[src/design/qoisd_pkg.sv]
// Shared types, constants and helpers for the QOI chunk-stream decoder.
// Used by qoisd_emit and qoi_image_stream_decoder; no dependencies.
package qoisd_pkg;

  localparam int CFG_W          = 25;
  localparam int COUNT_BITS_DEF = 24;
  localparam int PIX_W          = 32;
  localparam int TBL_DEPTH      = 64;
  localparam int RUN_W          = 6;

  localparam logic [15:0] RGB555_KEEP   = 16'h7BDE;
  localparam logic [15:0] RGB555_ALPHA  = 16'h8000;
  localparam logic [7:0]  BYTE_ZERO     = 8'h00;
  localparam logic [7:0]  OP_RGB        = 8'hFE;
  localparam logic [7:0]  OP_RGBA       = 8'hFF;
  localparam logic [7:0]  ALPHA_OPAQUE  = 8'hFF;
  localparam logic [7:0]  DIFF_BIAS     = 8'd254;
  localparam logic [7:0]  LUMA_G_BIAS   = 8'd224;
  localparam logic [7:0]  LUMA_RB_BIAS  = 8'd248;

  localparam logic [1:0] TAG_INDEX = 2'b00;
  localparam logic [1:0] TAG_DIFF  = 2'b01;
  localparam logic [1:0] TAG_LUMA  = 2'b10;
  localparam logic [1:0] TAG_RUN   = 2'b11;

  typedef logic [PIX_W-1:0] pixel_t;

  localparam pixel_t RESET_PIXEL = {8'h00, 8'h00, 8'h00, ALPHA_OPAQUE};

  typedef enum logic [2:0] {
    PH_OP,
    PH_LUMA,
    PH_RED,
    PH_GREEN,
    PH_BLUE,
    PH_ALPHA
  } phase_t;

  // one decoded byte's worth of output: optional slot-0 pixel, then cnt-1 repeats
  typedef struct packed {
    logic             zflag;
    pixel_t           zpix;
    pixel_t           mpix;
    logic [RUN_W-1:0] cnt;
    logic             hit;
  } emit_cmd_t;

  function automatic pixel_t pack_px(input logic [7:0] r, input logic [7:0] g,
                                     input logic [7:0] b, input logic [7:0] a);
    pack_px = {r, g, b, a};
  endfunction

  function automatic logic [5:0] hash_px(input pixel_t p);
    logic [5:0] r6;
    logic [5:0] g6;
    logic [5:0] b6;
    logic [5:0] a6;
    r6 = p[29:24];
    g6 = p[21:16];
    b6 = p[13:8];
    a6 = p[5:0];
    hash_px = r6 * 6'd3 + g6 * 6'd5 + b6 * 6'd7 + a6 * 6'd11;
  endfunction

  function automatic logic [15:0] to_rgb555(input pixel_t p);
    logic [15:0] w;
    w = {1'b0, p[31:27], p[23:19], p[15:11]};
    if (!p[7]) begin
      w = (w & RGB555_KEEP) | RGB555_ALPHA;
    end
    to_rgb555 = w;
  endfunction

endpackage

[src/design/qoisd_ram.sv]
// Generic single-write, single-read synchronous RAM with registered read data.
// No package dependencies.
module qoisd_ram #(
  parameter int WIDTH = 32,
  parameter int DEPTH = 64
) (
  input  logic                     clk,
  input  logic                     we,
  input  logic [$clog2(DEPTH)-1:0] waddr,
  input  logic [WIDTH-1:0]         wdata,
  input  logic                     re,
  input  logic [$clog2(DEPTH)-1:0] raddr,
  output logic [WIDTH-1:0]         rdata
);

  logic [WIDTH-1:0] mem_r [DEPTH];

  always_ff @(posedge clk) begin
    if (we) begin
      mem_r[waddr] <= wdata;
    end
    if (re) begin
      rdata <= mem_r[raddr];
    end
  end

endmodule

[src/design/qoisd_emit.sv]
// Pixel emitter: one command slot plus the output register; expands runs.
// Depends on qoisd_pkg (emit_cmd_t, pixel_t).
module qoisd_emit (
  input  logic                  clk,
  input  logic                  rst_n,
  input  logic                  cmd_valid,
  input  qoisd_pkg::emit_cmd_t  cmd,
  output logic                  cmd_free,
  output logic                  out_valid,
  input  logic                  out_stall,
  output qoisd_pkg::pixel_t     out_pixel,
  output logic                  out_run_last,
  output logic                  out_image_last
);
  import qoisd_pkg::*;

  logic             cmd_vld_r, cmd_vld_nxt;
  emit_cmd_t        cmd_r;
  logic             out_vld_r, out_vld_nxt;
  pixel_t           pix_r;
  pixel_t           mpix_r;
  logic [RUN_W-1:0] left_r;
  logic             hit_r;
  logic             out_fire;
  logic             out_load;
  logic             cmd_take;

  assign out_fire = out_vld_r & ~out_stall;
  assign out_load = ~out_vld_r | (out_fire & (left_r == '0));
  assign cmd_take = out_load & cmd_vld_r;
  assign cmd_free = ~cmd_vld_r | cmd_take;

  always_comb begin
    cmd_vld_nxt = cmd_vld_r;
    if (cmd_valid && cmd_free) begin
      cmd_vld_nxt = 1'b1;
    end else if (cmd_take) begin
      cmd_vld_nxt = 1'b0;
    end
    out_vld_nxt = out_vld_r;
    if (out_load) begin
      out_vld_nxt = cmd_vld_r;
    end
  end

  always_ff @(posedge clk) begin
    if (!rst_n) begin
      cmd_vld_r <= 1'b0;
      out_vld_r <= 1'b0;
    end else begin
      cmd_vld_r <= cmd_vld_nxt;
      out_vld_r <= out_vld_nxt;
    end
  end

  always_ff @(posedge clk) begin
    if (cmd_valid && cmd_free) begin
      cmd_r <= cmd;
    end
    if (cmd_take) begin
      pix_r  <= cmd_r.zflag ? cmd_r.zpix : cmd_r.mpix;
      mpix_r <= cmd_r.mpix;
      left_r <= cmd_r.cnt - RUN_W'(1);
      hit_r  <= cmd_r.hit;
    end else if (out_fire && (left_r != '0)) begin
      // advance through the run
      pix_r  <= mpix_r;
      left_r <= left_r - RUN_W'(1);
    end
  end

  assign out_valid      = out_vld_r;
  assign out_pixel      = pix_r;
  assign out_run_last   = (left_r == '0);
  assign out_image_last = (left_r == '0) & hit_r;

endmodule

[src/design/qoi_image_stream_decoder.sv]
// Top level of the byte-serial QOI chunk-stream decoder.
// Depends on qoisd_pkg, qoisd_ram (colour table) and qoisd_emit (pixel output).
//
// Usage: feed the chunk bytes that follow the QOI header on the in_ channel,
// one transaction per byte, with in_start_of_image high on the first byte of
// each image. Each decoded pixel leaves on the out_ channel as R, G, B, A and
// an RGB555 word; out_run_last marks the last pixel caused by one byte and
// out_image_last the pixel that reaches cfg_pixel_count. Write the pixel
// count on the cfg_ channel (always ready) between images.
// Throughput: one byte per cycle while each byte yields at most one pixel
// and out_stall is low; a byte yielding n pixels holds the output until all
// n have left, and the input stalls once the command slot behind the output
// register is also full. A byte passes through the decode stage, then the
// command slot, then the output register, where its first pixel is presented.
// The colour table is a 64-entry RAM read as a byte enters the decode stage;
// per-entry valid bits clear it at reset and at image start.
// Reset: pixel count 1, pixel = opaque black, table empty, no output valid.
// When out_stall is high the output holds its pixel; decode and input
// continue until the command slot and decode stage are both occupied.
module qoi_image_stream_decoder #(
  parameter int COUNT_BITS = qoisd_pkg::COUNT_BITS_DEF
) (
  input  logic                        clk,
  input  logic                        rst_n,
  input  logic                        in_valid,
  output logic                        in_stall,
  input  logic [7:0]                  in_code_byte,
  input  logic                        in_start_of_image,
  output logic                        out_valid,
  input  logic                        out_stall,
  output logic [7:0]                  out_red,
  output logic [7:0]                  out_green,
  output logic [7:0]                  out_blue,
  output logic [7:0]                  out_alpha,
  output logic [15:0]                 out_rgb555,
  output logic                        out_run_last,
  output logic                        out_image_last,
  input  logic                        cfg_valid,
  output logic                        cfg_ready,
  input  logic [qoisd_pkg::CFG_W-1:0] cfg_pixel_count
);
  import qoisd_pkg::*;

  localparam int LIM_W  = (COUNT_BITS + 1 < CFG_W) ? COUNT_BITS + 1 : CFG_W;
  localparam int TBL_AW = $clog2(TBL_DEPTH);

  // configuration
  logic [LIM_W-1:0] lim_r;

  // decode stage
  logic             s2_valid_r, s2_valid_nxt;
  logic [7:0]       s2_byte_r;
  logic             s2_start_r;
  logic             s2_fire;
  logic             in_fire;

  // table read capture
  logic              rd_vld_r;
  logic              rd_hit_r;
  pixel_t            rd_fwd_r;
  pixel_t            ram_rdata;
  pixel_t            tbl_px;
  logic [TBL_AW-1:0] raddr;
  logic [TBL_DEPTH-1:0] tbl_vld_r, tbl_vld_nxt;

  // decoder state
  pixel_t           cur_r, cur_nxt, cur_e;
  phase_t           phase_r, phase_nxt, phase_e;
  logic [7:0]       opb_r, opb_nxt, opb_e;
  logic             zp_r, zp_nxt, zp_e;
  logic [LIM_W-1:0] pe_r, pe_nxt, pe_e;
  logic             done_r, done_nxt, done_e;
  pixel_t           slot0_r, slot0_nxt, slot0_e;

  // decode datapath
  pixel_t            base_px;
  pixel_t            new_px;
  logic              act;
  logic              zflag;
  logic              wr_flag;
  logic [6:0]        run_k;
  logic [6:0]        zk;
  logic [LIM_W-1:0]  rem;
  logic              hit;
  logic [RUN_W-1:0]  cnt;
  logic [7:0]        c;
  logic [7:0]        r8, g8, b8, a8;
  logic [7:0]        vg;
  logic              wr_en;
  logic [TBL_AW-1:0] wr_addr;
  logic              cmd_vld;
  logic              cmd_free;
  emit_cmd_t         cmd;
  pixel_t            out_px;

  assign cfg_ready = 1'b1;
  assign in_stall  = s2_valid_r & ~cmd_free;
  assign in_fire   = in_valid & ~in_stall;
  assign s2_fire   = s2_valid_r & cmd_free;
  assign s2_valid_nxt = in_fire | (s2_valid_r & ~s2_fire);
  assign raddr     = in_code_byte[TBL_AW-1:0];

  qoisd_ram #(
    .WIDTH (PIX_W),
    .DEPTH (TBL_DEPTH)
  ) u_table (
    .clk   (clk),
    .we    (wr_en),
    .waddr (wr_addr),
    .wdata (new_px),
    .re    (in_fire),
    .raddr (raddr),
    .rdata (ram_rdata)
  );

  assign tbl_px = !rd_vld_r ? '0 : (rd_hit_r ? rd_fwd_r : ram_rdata);

  // image start wipes the state seen by its own byte
  assign cur_e   = s2_start_r ? RESET_PIXEL : cur_r;
  assign phase_e = s2_start_r ? PH_OP : phase_r;
  assign opb_e   = s2_start_r ? 8'h00 : opb_r;
  assign zp_e    = s2_start_r ? 1'b0 : zp_r;
  assign pe_e    = s2_start_r ? '0 : pe_r;
  assign done_e  = s2_start_r ? 1'b0 : done_r;
  assign slot0_e = s2_start_r ? '0 : slot0_r;

  always_comb begin
    c         = s2_byte_r;
    phase_nxt = phase_e;
    opb_nxt   = opb_e;
    zp_nxt    = zp_e;
    done_nxt  = done_e;
    act       = 1'b0;
    zflag     = 1'b0;
    wr_flag   = 1'b0;
    run_k     = 7'd0;
    base_px   = cur_e;
    if (!done_e) begin
      if (pe_e >= lim_r) begin
        done_nxt = 1'b1;
      end else begin
        act = 1'b1;
        if (zp_e) begin
          zp_nxt = 1'b0;
          if (c == BYTE_ZERO) begin
            // end marker
            done_nxt = 1'b1;
            act      = 1'b0;
          end else begin
            zflag   = 1'b1;
            base_px = slot0_e;
          end
        end
      end
    end
    r8     = base_px[31:24];
    g8     = base_px[23:16];
    b8     = base_px[15:8];
    a8     = base_px[7:0];
    vg     = {2'b00, opb_e[5:0]} + LUMA_G_BIAS;
    new_px = base_px;
    if (act) begin
      unique case (phase_e)
        PH_OP: begin
          if (c == BYTE_ZERO) begin
            zp_nxt = 1'b1;
          end else begin
            unique case (c[7:6])
              TAG_INDEX: begin
                new_px = tbl_px;
                run_k  = 7'd1;
              end
              TAG_DIFF: begin
                new_px = pack_px(r8 + {6'd0, c[5:4]} + DIFF_BIAS,
                                 g8 + {6'd0, c[3:2]} + DIFF_BIAS,
                                 b8 + {6'd0, c[1:0]} + DIFF_BIAS, a8);
                wr_flag = 1'b1;
                run_k   = 7'd1;
              end
              TAG_LUMA: begin
                opb_nxt   = c;
                phase_nxt = PH_LUMA;
              end
              TAG_RUN: begin
                if (c == OP_RGB || c == OP_RGBA) begin
                  opb_nxt   = c;
                  phase_nxt = PH_RED;
                end else begin
                  run_k = {1'b0, c[5:0]} + 7'd1;
                end
              end
              default: begin
                run_k = 7'd0;
              end
            endcase
          end
        end
        PH_LUMA: begin
          new_px = pack_px(r8 + vg + {4'd0, c[7:4]} + LUMA_RB_BIAS, g8 + vg,
                           b8 + vg + {4'd0, c[3:0]} + LUMA_RB_BIAS, a8);
          phase_nxt = PH_OP;
          wr_flag   = 1'b1;
          run_k     = 7'd1;
        end
        PH_RED: begin
          new_px    = pack_px(c, g8, b8, a8);
          phase_nxt = PH_GREEN;
        end
        PH_GREEN: begin
          new_px    = pack_px(r8, c, b8, a8);
          phase_nxt = PH_BLUE;
        end
        PH_BLUE: begin
          new_px = pack_px(r8, g8, c, a8);
          if (opb_e == OP_RGBA) begin
            phase_nxt = PH_ALPHA;
          end else begin
            phase_nxt = PH_OP;
            wr_flag   = 1'b1;
            run_k     = 7'd1;
          end
        end
        PH_ALPHA: begin
          new_px    = pack_px(r8, g8, b8, c);
          phase_nxt = PH_OP;
          wr_flag   = 1'b1;
          run_k     = 7'd1;
        end
        default: begin
          // drop the byte and resync
          phase_nxt = PH_OP;
        end
      endcase
    end
    cur_nxt = act ? new_px : cur_e;

    // clip the emission to the pixels left in the image
    zk  = {6'd0, zflag} + run_k;
    rem = lim_r - pe_e;
    hit = (zk != 7'd0) && ({{(LIM_W-7){1'b0}}, zk} >= rem);
    cnt = hit ? rem[RUN_W-1:0] : zk[RUN_W-1:0];
    if (hit) begin
      done_nxt = 1'b1;
    end
    pe_nxt = pe_e + {{(LIM_W-RUN_W){1'b0}}, cnt};
  end

  assign wr_addr = hash_px(new_px);
  assign wr_en   = s2_fire & wr_flag;

  assign slot0_nxt = (wr_en && (wr_addr == '0)) ? new_px : slot0_e;

  assign cmd_vld   = s2_fire & (cnt != '0);
  assign cmd.zflag = zflag;
  assign cmd.zpix  = slot0_e;
  assign cmd.mpix  = new_px;
  assign cmd.cnt   = cnt;
  assign cmd.hit   = hit;

  always_comb begin
    tbl_vld_nxt = tbl_vld_r;
    if (wr_en) begin
      tbl_vld_nxt[wr_addr] = 1'b1;
    end
    // clear wins over a write from the previous image
    if (in_fire && in_start_of_image) begin
      tbl_vld_nxt = '0;
    end
  end

  always_ff @(posedge clk) begin
    if (!rst_n) begin
      lim_r      <= LIM_W'(1);
      s2_valid_r <= 1'b0;
      tbl_vld_r  <= '0;
      cur_r      <= RESET_PIXEL;
      phase_r    <= PH_OP;
      opb_r      <= 8'h00;
      zp_r       <= 1'b0;
      pe_r       <= '0;
      done_r     <= 1'b0;
      slot0_r    <= '0;
    end else begin
      if (cfg_valid && cfg_ready) begin
        lim_r <= cfg_pixel_count[LIM_W-1:0];
      end
      s2_valid_r <= s2_valid_nxt;
      tbl_vld_r  <= tbl_vld_nxt;
      if (s2_fire) begin
        cur_r   <= cur_nxt;
        phase_r <= phase_nxt;
        opb_r   <= opb_nxt;
        zp_r    <= zp_nxt;
        pe_r    <= pe_nxt;
        done_r  <= done_nxt;
        slot0_r <= slot0_nxt;
      end
    end
  end

  // capture the byte and the table read, forwarding the write of the same edge
  always_ff @(posedge clk) begin
    if (in_fire) begin
      s2_byte_r  <= in_code_byte;
      s2_start_r <= in_start_of_image;
      rd_hit_r   <= wr_en && (wr_addr == raddr);
      rd_fwd_r   <= new_px;
      rd_vld_r   <= !in_start_of_image &&
                    (tbl_vld_r[raddr] || (wr_en && (wr_addr == raddr)));
    end
  end

  qoisd_emit u_emit (
    .clk            (clk),
    .rst_n          (rst_n),
    .cmd_valid      (cmd_vld),
    .cmd            (cmd),
    .cmd_free       (cmd_free),
    .out_valid      (out_valid),
    .out_stall      (out_stall),
    .out_pixel      (out_px),
    .out_run_last   (out_run_last),
    .out_image_last (out_image_last)
  );

  assign out_red    = out_px[31:24];
  assign out_green  = out_px[23:16];
  assign out_blue   = out_px[15:8];
  assign out_alpha  = out_px[7:0];
  assign out_rgb555 = to_rgb555(out_px);

  // a new read must always line up with the write of the byte ahead of it
  a_read_meets_write: assert property (@(posedge clk) disable iff (!rst_n)
    (in_fire && s2_valid_r) |-> s2_fire)
    else $error("byte accepted while decode stage holds");

  a_start_clears_table: assert property (@(posedge clk) disable iff (!rst_n)
    (in_fire && in_start_of_image) |=> (tbl_vld_r == '0))
    else $error("table not empty after image start");

  a_done_is_quiet: assert property (@(posedge clk) disable iff (!rst_n)
    (s2_fire && done_e) |-> (!wr_en && !cmd_vld))
    else $error("activity after end of image");

  a_cmd_has_room: assert property (@(posedge clk) disable iff (!rst_n)
    cmd_vld |-> cmd_free)
    else $error("command issued into a full slot");

endmodule

[config.mk]
export PLATFORM = sky130hd
export DESIGN_NAME = qoi_image_stream_decoder
export DESIGN_NICKNAME = d
export VERILOG_FILES = /design/src/design/qoisd_pkg.sv /design/src/design/qoisd_ram.sv /design/src/design/qoisd_emit.sv /design/src/design/qoi_image_stream_decoder.sv
export SDC_FILE = /design/constraint.sdc
export NUM_CORES = 2
export LEC_CHECK = 0
export ABC_AREA = 0
export BUFFER_PORTS_ARGS = -buffer_cell sky130_fd_sc_hd__clkbuf_2
export CORE_UTILIZATION = 41
export CTS_BUF_LIST = sky130_fd_sc_hd__clkbuf_4 sky130_fd_sc_hd__clkbuf_8
export CTS_CLUSTER_DIAMETER = 50
export DETAILED_ROUTE_END_ITERATION = 10
export HOLD_SLACK_MARGIN = 0.15
export MAX_ROUTING_LAYER = met4
export SLEW_MARGIN = 20
export SYNTH_ARGS = -nofsm -noshare
export SYNTH_HDL_FRONTEND = slang
export SYNTH_SLANG_ARGS = --single-unit
[constraint.sdc]
create_clock -name clk -period 21.6 [get_ports clk]
set_input_delay 2.16 -clock clk [delete_from_list [all_inputs] [get_ports clk]]
set_output_delay 2.16 -clock clk [all_outputs]
set_load 0.02 [all_outputs]
* Word-level counts from Yosys, hierarchy flattened
Memories as Yosys holds them, arrays and structs flattened. A register that Yosys moved wholly into a read port is not among the register bits. Cells that the tools add are included. Widths: inputs -> output; s select.
Storage, ports and cells: latch bits 0, memory bits (writable) 2048, memories 1, ROM bits 0, output and inout port bits 53, flip-flop bits (word level) 380, word-level logic and storage cells 189, bits of input ports 39
Memory list:
- u_table.mem_r | words 64, width 32, read ports 1, clocked after Yosys merged registers in 1, write ports 1, RTL line qoisd_ram.sv:16 | logic [WIDTH-1:0] mem_r [DEPTH];
Operators by class: muxes and demuxes 73, bitwise gates (word level) 21, shifts and indexed selects 0, order comparisons 5, reductions and logical operators 24, add/sub/neg operators 23, multipliers 4, equal/unequal tests 12, divide/modulo/power cells 0
Operator list (count):
- $mux 32 | 15
- $pmux 32 s6 | 1
- $or 64x64->64 | 1
- $pmux 32 s2 | 1
- $add 8x8->8 const B | 5
- $mux 8 | 5
- $mux 1 | 30
- $add 25x6->25 | 1
- $ge 25x25->1 | 1
- $ge 7x25->1 | 1
- $mux 25 | 1
- $sub 25x25->25 | 1
- $add 8x2->8 | 3
- $add 8x8->8 | 3
- $eq 8x8->1 const B | 3
- $mux 7 | 3
- $pmux 7 s3 | 1
- $add 6x6->6 | 3
- $mux 6 | 3
- $add 8x4->8 | 2
- $mux 16 | 1
- $pmux 8 s2 | 1
- $mux 3 | 5
- $lt 6x7->1 const B | 2
- 34 further kinds | 69

* Depth between registers and ports, before layout
depth in word-level cells 20, depth in mapped cells 50, gate-level depth less buffers 41

* Cells and area by module
Synthesis repeated with hierarchy kept, for this count alone.
Unflattened totals: cells, all modules 5542, area total of the unflattened synthesis 100756.6 sq um
Modules (own cells, without submodules):
- qoisd_ram | times used 1, cells each 3324, seq. area each 62459.9 sq um, area each 78833.1 sq um
- qoi_image_stream_decoder | times used 1, cells each 1921, seq. area each 5134.9 sq um, area each 16636.0 sq um
- qoisd_emit | times used 1, cells each 297, seq. area each 4334.2 sq um, area each 5287.6 sq um

* Least setup slack after synthesis
No wires, ideal clock.
path type reg2reg, start register s2_start_r, end memory u_table.mem_r[24][0] (enable), path buffers 9, data arrival time 14623 ps, slack 6514 ps, period minus slack after synthesis 15086 ps, library setup time 463 ps, cell stages (with the launch flop) 43, data required time 21137 ps, path through edfxtp_1 > clkbuf_1 > clkbuf_1 > clkbuf_1 > clkbuf_1 > clkbuf_1 > clkbuf_1 > nor2b_1 > ha_1 > nor2b_2 > o2111ai_1 > a2111o_1 > nand4_2 > nand3b_2 > nor2_2 > clkbuf_1 > nand2_1 > a21oi_1 > [7 not listed] > o21ai_0 > ha_1 > fa_1 > inv_1 > fa_1 > fa_1 > fa_1 > inv_1 > ha_1 > a21o_1 > a21oi_1 > xnor2_1 > xnor2_1 > xnor3_1 > xnor3_1 > buf_2 > buf_2 > nor3_1
On the way: word-level cells in the longest chain between the ends 15, elaborated cells between the ends (all ways) 54, classes of those cells add/sub: 17; mul: 4; order compare: 1; eq/ne: 6; mux: 23; bitwise: 1; reduce/logical: 2
RTL lines:
- start: declaration | RTL line qoi_image_stream_decoder.sv:53 | logic s2_start_r;
- start signal: assignment | RTL line qoi_image_stream_decoder.sv:305 | s2_start_r <= in_start_of_image;
- branches (longest 10 deep; another with $ge 25x25->1)
- $mux 32 (*) | RTL line qoi_image_stream_decoder.sv:162 | if (act) begin
- named net new_px[17] | RTL line qoi_image_stream_decoder.sv:77 | pixel_t new_px;
- $mul 6x3->6 (*) | RTL line qoisd_pkg.sv:62 | hash_px = r6 * 6'd3 + g6 * 6'd5 + b6 * 6'd7 + a6 * 6'd11;
- $add 6x6->6 (*) (3 in series) | RTL line qoisd_pkg.sv:62
- end: declaration | RTL line qoisd_ram.sv:16
Mark *: on every way through the listed nets, which the timed path passes.

* Final worst setup path
start register s2_start_r, end memory u_table.mem_r[0][9] (enable)
Same word-level chain as after synthesis.

==> flow_summary.json <==
{
  "status": "complete, no violations",
  "drt_pass1_iterations": 10,
  "core_area_um2": 243700,
  "synth_ff_type": "edfxtp_1",
  "cap_violations": 0,
  "insertion_delay_ps": 1130,
  "p_comb_share_pct": 23.0,
  "rsz0062_at_grt": "no",
  "ys_seq_area_share_pct": 71.46,
  "fillCellCount": 20545,
  "syn_inst": 5214,
  "htreeDepth": 5,
  "relSlewSlack_pct": 25.36,
  "clkPwrFrac_pct": 32.6,
  "wire_per_inst_um": 30.27,
  "met2_length_mm": 132.3,
  "cp_top_family": "adder cells",
  "fin_total_pwr_w": 0.01232,
  "worst_path_max_delay_cell": "inv_2",
  "drtIter0Drc": 6049,
  "p_sw_share_pct": 32.96,
  "cts-hold-fix-buffers": 0,
  "cts_tree": "done",
  "start_kind": "flop",
  "initial_utilization_pct": 41.31,
  "clockBufferDepth": 4,
  "wirelength_mm": 276.3,
  "place.gp.congestion": 0.9562,
  "synth-seq-cells": 2460,
  "hp-class": "flop to flop",
  "finalNetCount": 5793,
  "post_cts_buffers": 0,
  "ys_async_sr_fraction_pct": 0,
  "clock-root-buffer": "clkbuf_8",
  "die-area_um2": 247500,
  "syn_nets": 5414,
  "cts-resized-gates": 0,
  "tightest_slew_ps": 1115,
  "ys_warn_count": 0,
  "wl_met1_mm": 114.0,
  "overflow": 0,
  "cp.required_ps": 22270,
  "arrival_ps": 13860,
  "vias": 52585,
  "clkTransAtPathRegs_ps": 60,
  "top_layer": "met4",
  "ir_drop_v": 0.0008328,
  "pwr-share-seq_pct": 44.4,
  "report.final.hold_viol_count": 0,
  "final.period_utilization_pct": 61.09,
  "final_core_util_pct": 46.69,
  "synth_top_area_cell": "edfxtp_1",
  "slowest_delay_ps": 870,
  "leakage_nw": 37.13,
  "row_count": 181,
  "cts_inserted_buffers": 411,
  "grt_max_degree": 125,
  "dp_slack_ps": 8544,
  "fin_skew_ps": 109.8,
  "postRouteAntennaNets": 0,
  "syn2layout_area_growth_pct": 13.03,
  "setup_viol": 0,
  "critPathBufInv": 11,
  "synth_edf_count": 2266,
  "endpoint_kind": "flop",
  "grt_use_total_pct": 22.90,
  "hold_ws_ps": 402.3,
  "cp_max_fo": 67,
  "slew_viol_final": 0,
  "clock-sinks": 2460,
  "antenna_found_initial": 28,
  "die_y_um": 497.5,
  "drc": 0,
  "wl_met3_mm": 19.39,
  "powerDensity_nw_per_um2": 108.3,
  "fin_crit_ps": 13200,
  "grt_pass1_vias": 53441,
  "io_pins": 92,
  "dp_hpwl_mm": 157.5,
  "path_class": "flop to flop",
  "max_freq_mhz": 75.78,
  "synth.area.top_cells": "edfxtp_1, mux4_2, dfxtp_1",
  "grt_pass1_wl_mm": 391.6,
  "ys_types": 94,
  "syn_avg_cell_area_um2": 19.31,
  "final.setup.tns_ps": 0,
  "drive_gt1_share_pct": 29.03,
  "die_x_um": 497.5,
  "viasPerCell": 5.760,
  "syn-cell-area_um2": 100700,
  "yosysTopAreaCellShare_pct": 67.60,
  "p_sw_w": 0.004060,
  "setup_slack_ps": 8405,
  "p_int_w": 0.008257,
  "io_buffers": 90
}
## cell usage in the layout (no fill, tap or decap), drive strengths merged, types with 11 or more instances in the layout
cell / count
edfxtp: 2266
mux4: 693
clkbuf: 637
nand2: 230
nor2: 203
dfxtp: 194
buf: 163
inv: 163
clkinv: 157
ha: 122
a21oi: 113
o21ai: 109
mux2i: 100
nor3: 84
xnor2: 82
nand3: 73
o21a: 70
nor2b: 44
fa: 39
a22oi: 28
a21o: 26
o31ai: 26
xor2: 25
o22ai: 23
o21bai: 20
diode: 19
bufinv: 14
nand2b: 13
and3: 13
and2: 12
nand4: 11
## registers in the layout, indices dropped and copies added, names as in the netlist, 25 cells and up
name / flops
cur_r: 32
lim_r: 25
pe_r: 25
rd_fwd_r: 32
slot0_r: 32
tbl_vld_r: 64
u_emit.cmd_r: 72
u_emit.mpix_r: 32
u_emit.out_pixel: 32
u_table.mem_r: 2048
u_table.rdata: 32
## metal layers
layer	GRT usage, %	vias up
met5	-	-
met4	8.653	0
met3	4.088	423
met2	35.65	2056
met1	30.10	28108
li1	-	21998
## worst register-to-register path: cells and delay by family, from the launching register on
kind,cells,cell delay [ps]
buf+inv,11,3100
fa+ha+maj,9,3590
simple gates,8,2130
flops,1,380
xor+xnor,5,1300
compound gates,10,2280
## final timing paths
check                           slack [ps]             start  cells after the start                   to
worst max-delay path                  8400        s2_start_r                     43  u_table.mem_r[0][9]
worst min-delay path                   400  u_emit.cmd_r[19]                      0    u_emit.mpix_r[12]
worst max register to register        8400        s2_start_r                     43  u_table.mem_r[0][9]
worst min register to register         400  u_emit.cmd_r[19]                      0    u_emit.mpix_r[12]
## through the flow
stage	instances	cell area, um^2
global route	9118	113700
detailed placement	8381	105800
finish	9129	113800
floorplan	5214	100700
global placement	8381	105800
CTS	9109	113700
## power by group through the flow
stage | Clock [W] | Combinational, W | Sequential, W
after floorplan | 0 | 0.00162 | 0.00557
after global placement | 0 | 0.00275 | 0.00556
after detailed placement | 0 | 0.00282 | 0.00556
after CTS | 0.00411 | 0.00284 | 0.00546
after global routing | 0.00431 | 0.00299 | 0.00547
final | 0.00402 | 0.00284 | 0.00546
## final cells by class
class | count | area (um^2) | area share [%]
clock buffers | 551 | 6814 | 5.989
repair buffers | 249 | 1740 | 1.530
well taps | 3202 | 4006 | 3.521
inverters | 165 | 623.1 | 0.5477
clock inverters | 177 | 1127 | 0.9909
multi-input cells | 2306 | 27480 | 24.16
flip-flops and latches | 2460 | 71930 | 63.22
diodes | 19 | 47.55 | 0.04179
## synthesized netlist by cell type, types with 22 or more instances
library cell and count:
o21a_1 70, nand3_1 72, ha_1 122, nor2b_1 43
a21oi_1 113, xor2_1 25, buf_1 59, mux2i_1 100
nor3_2 22, nand2_1 229, fa_1 39, a21o_1 26
nor2_1 200, inv_1 158, o21ai_0 102, edfxtp_1 2266
dfxtp_1 194, xnor2_1 82, mux4_2 693, nor3_1 62
clkbuf_1 189, a22oi_1 28, o22ai_1 23
## cells by family after synthesis
kind of cell,synth area share [%]
other,0.003726
AO/OA/AOI/OAI,3.428
buffers and inverters,1.771
multiplexers,16.53
flip-flops,71.46
XOR/XNOR,1.047
AND/OR/NAND/NOR,3.464
adder cells (fa/ha/maj),2.292
(Power assumes the default switching activity.)
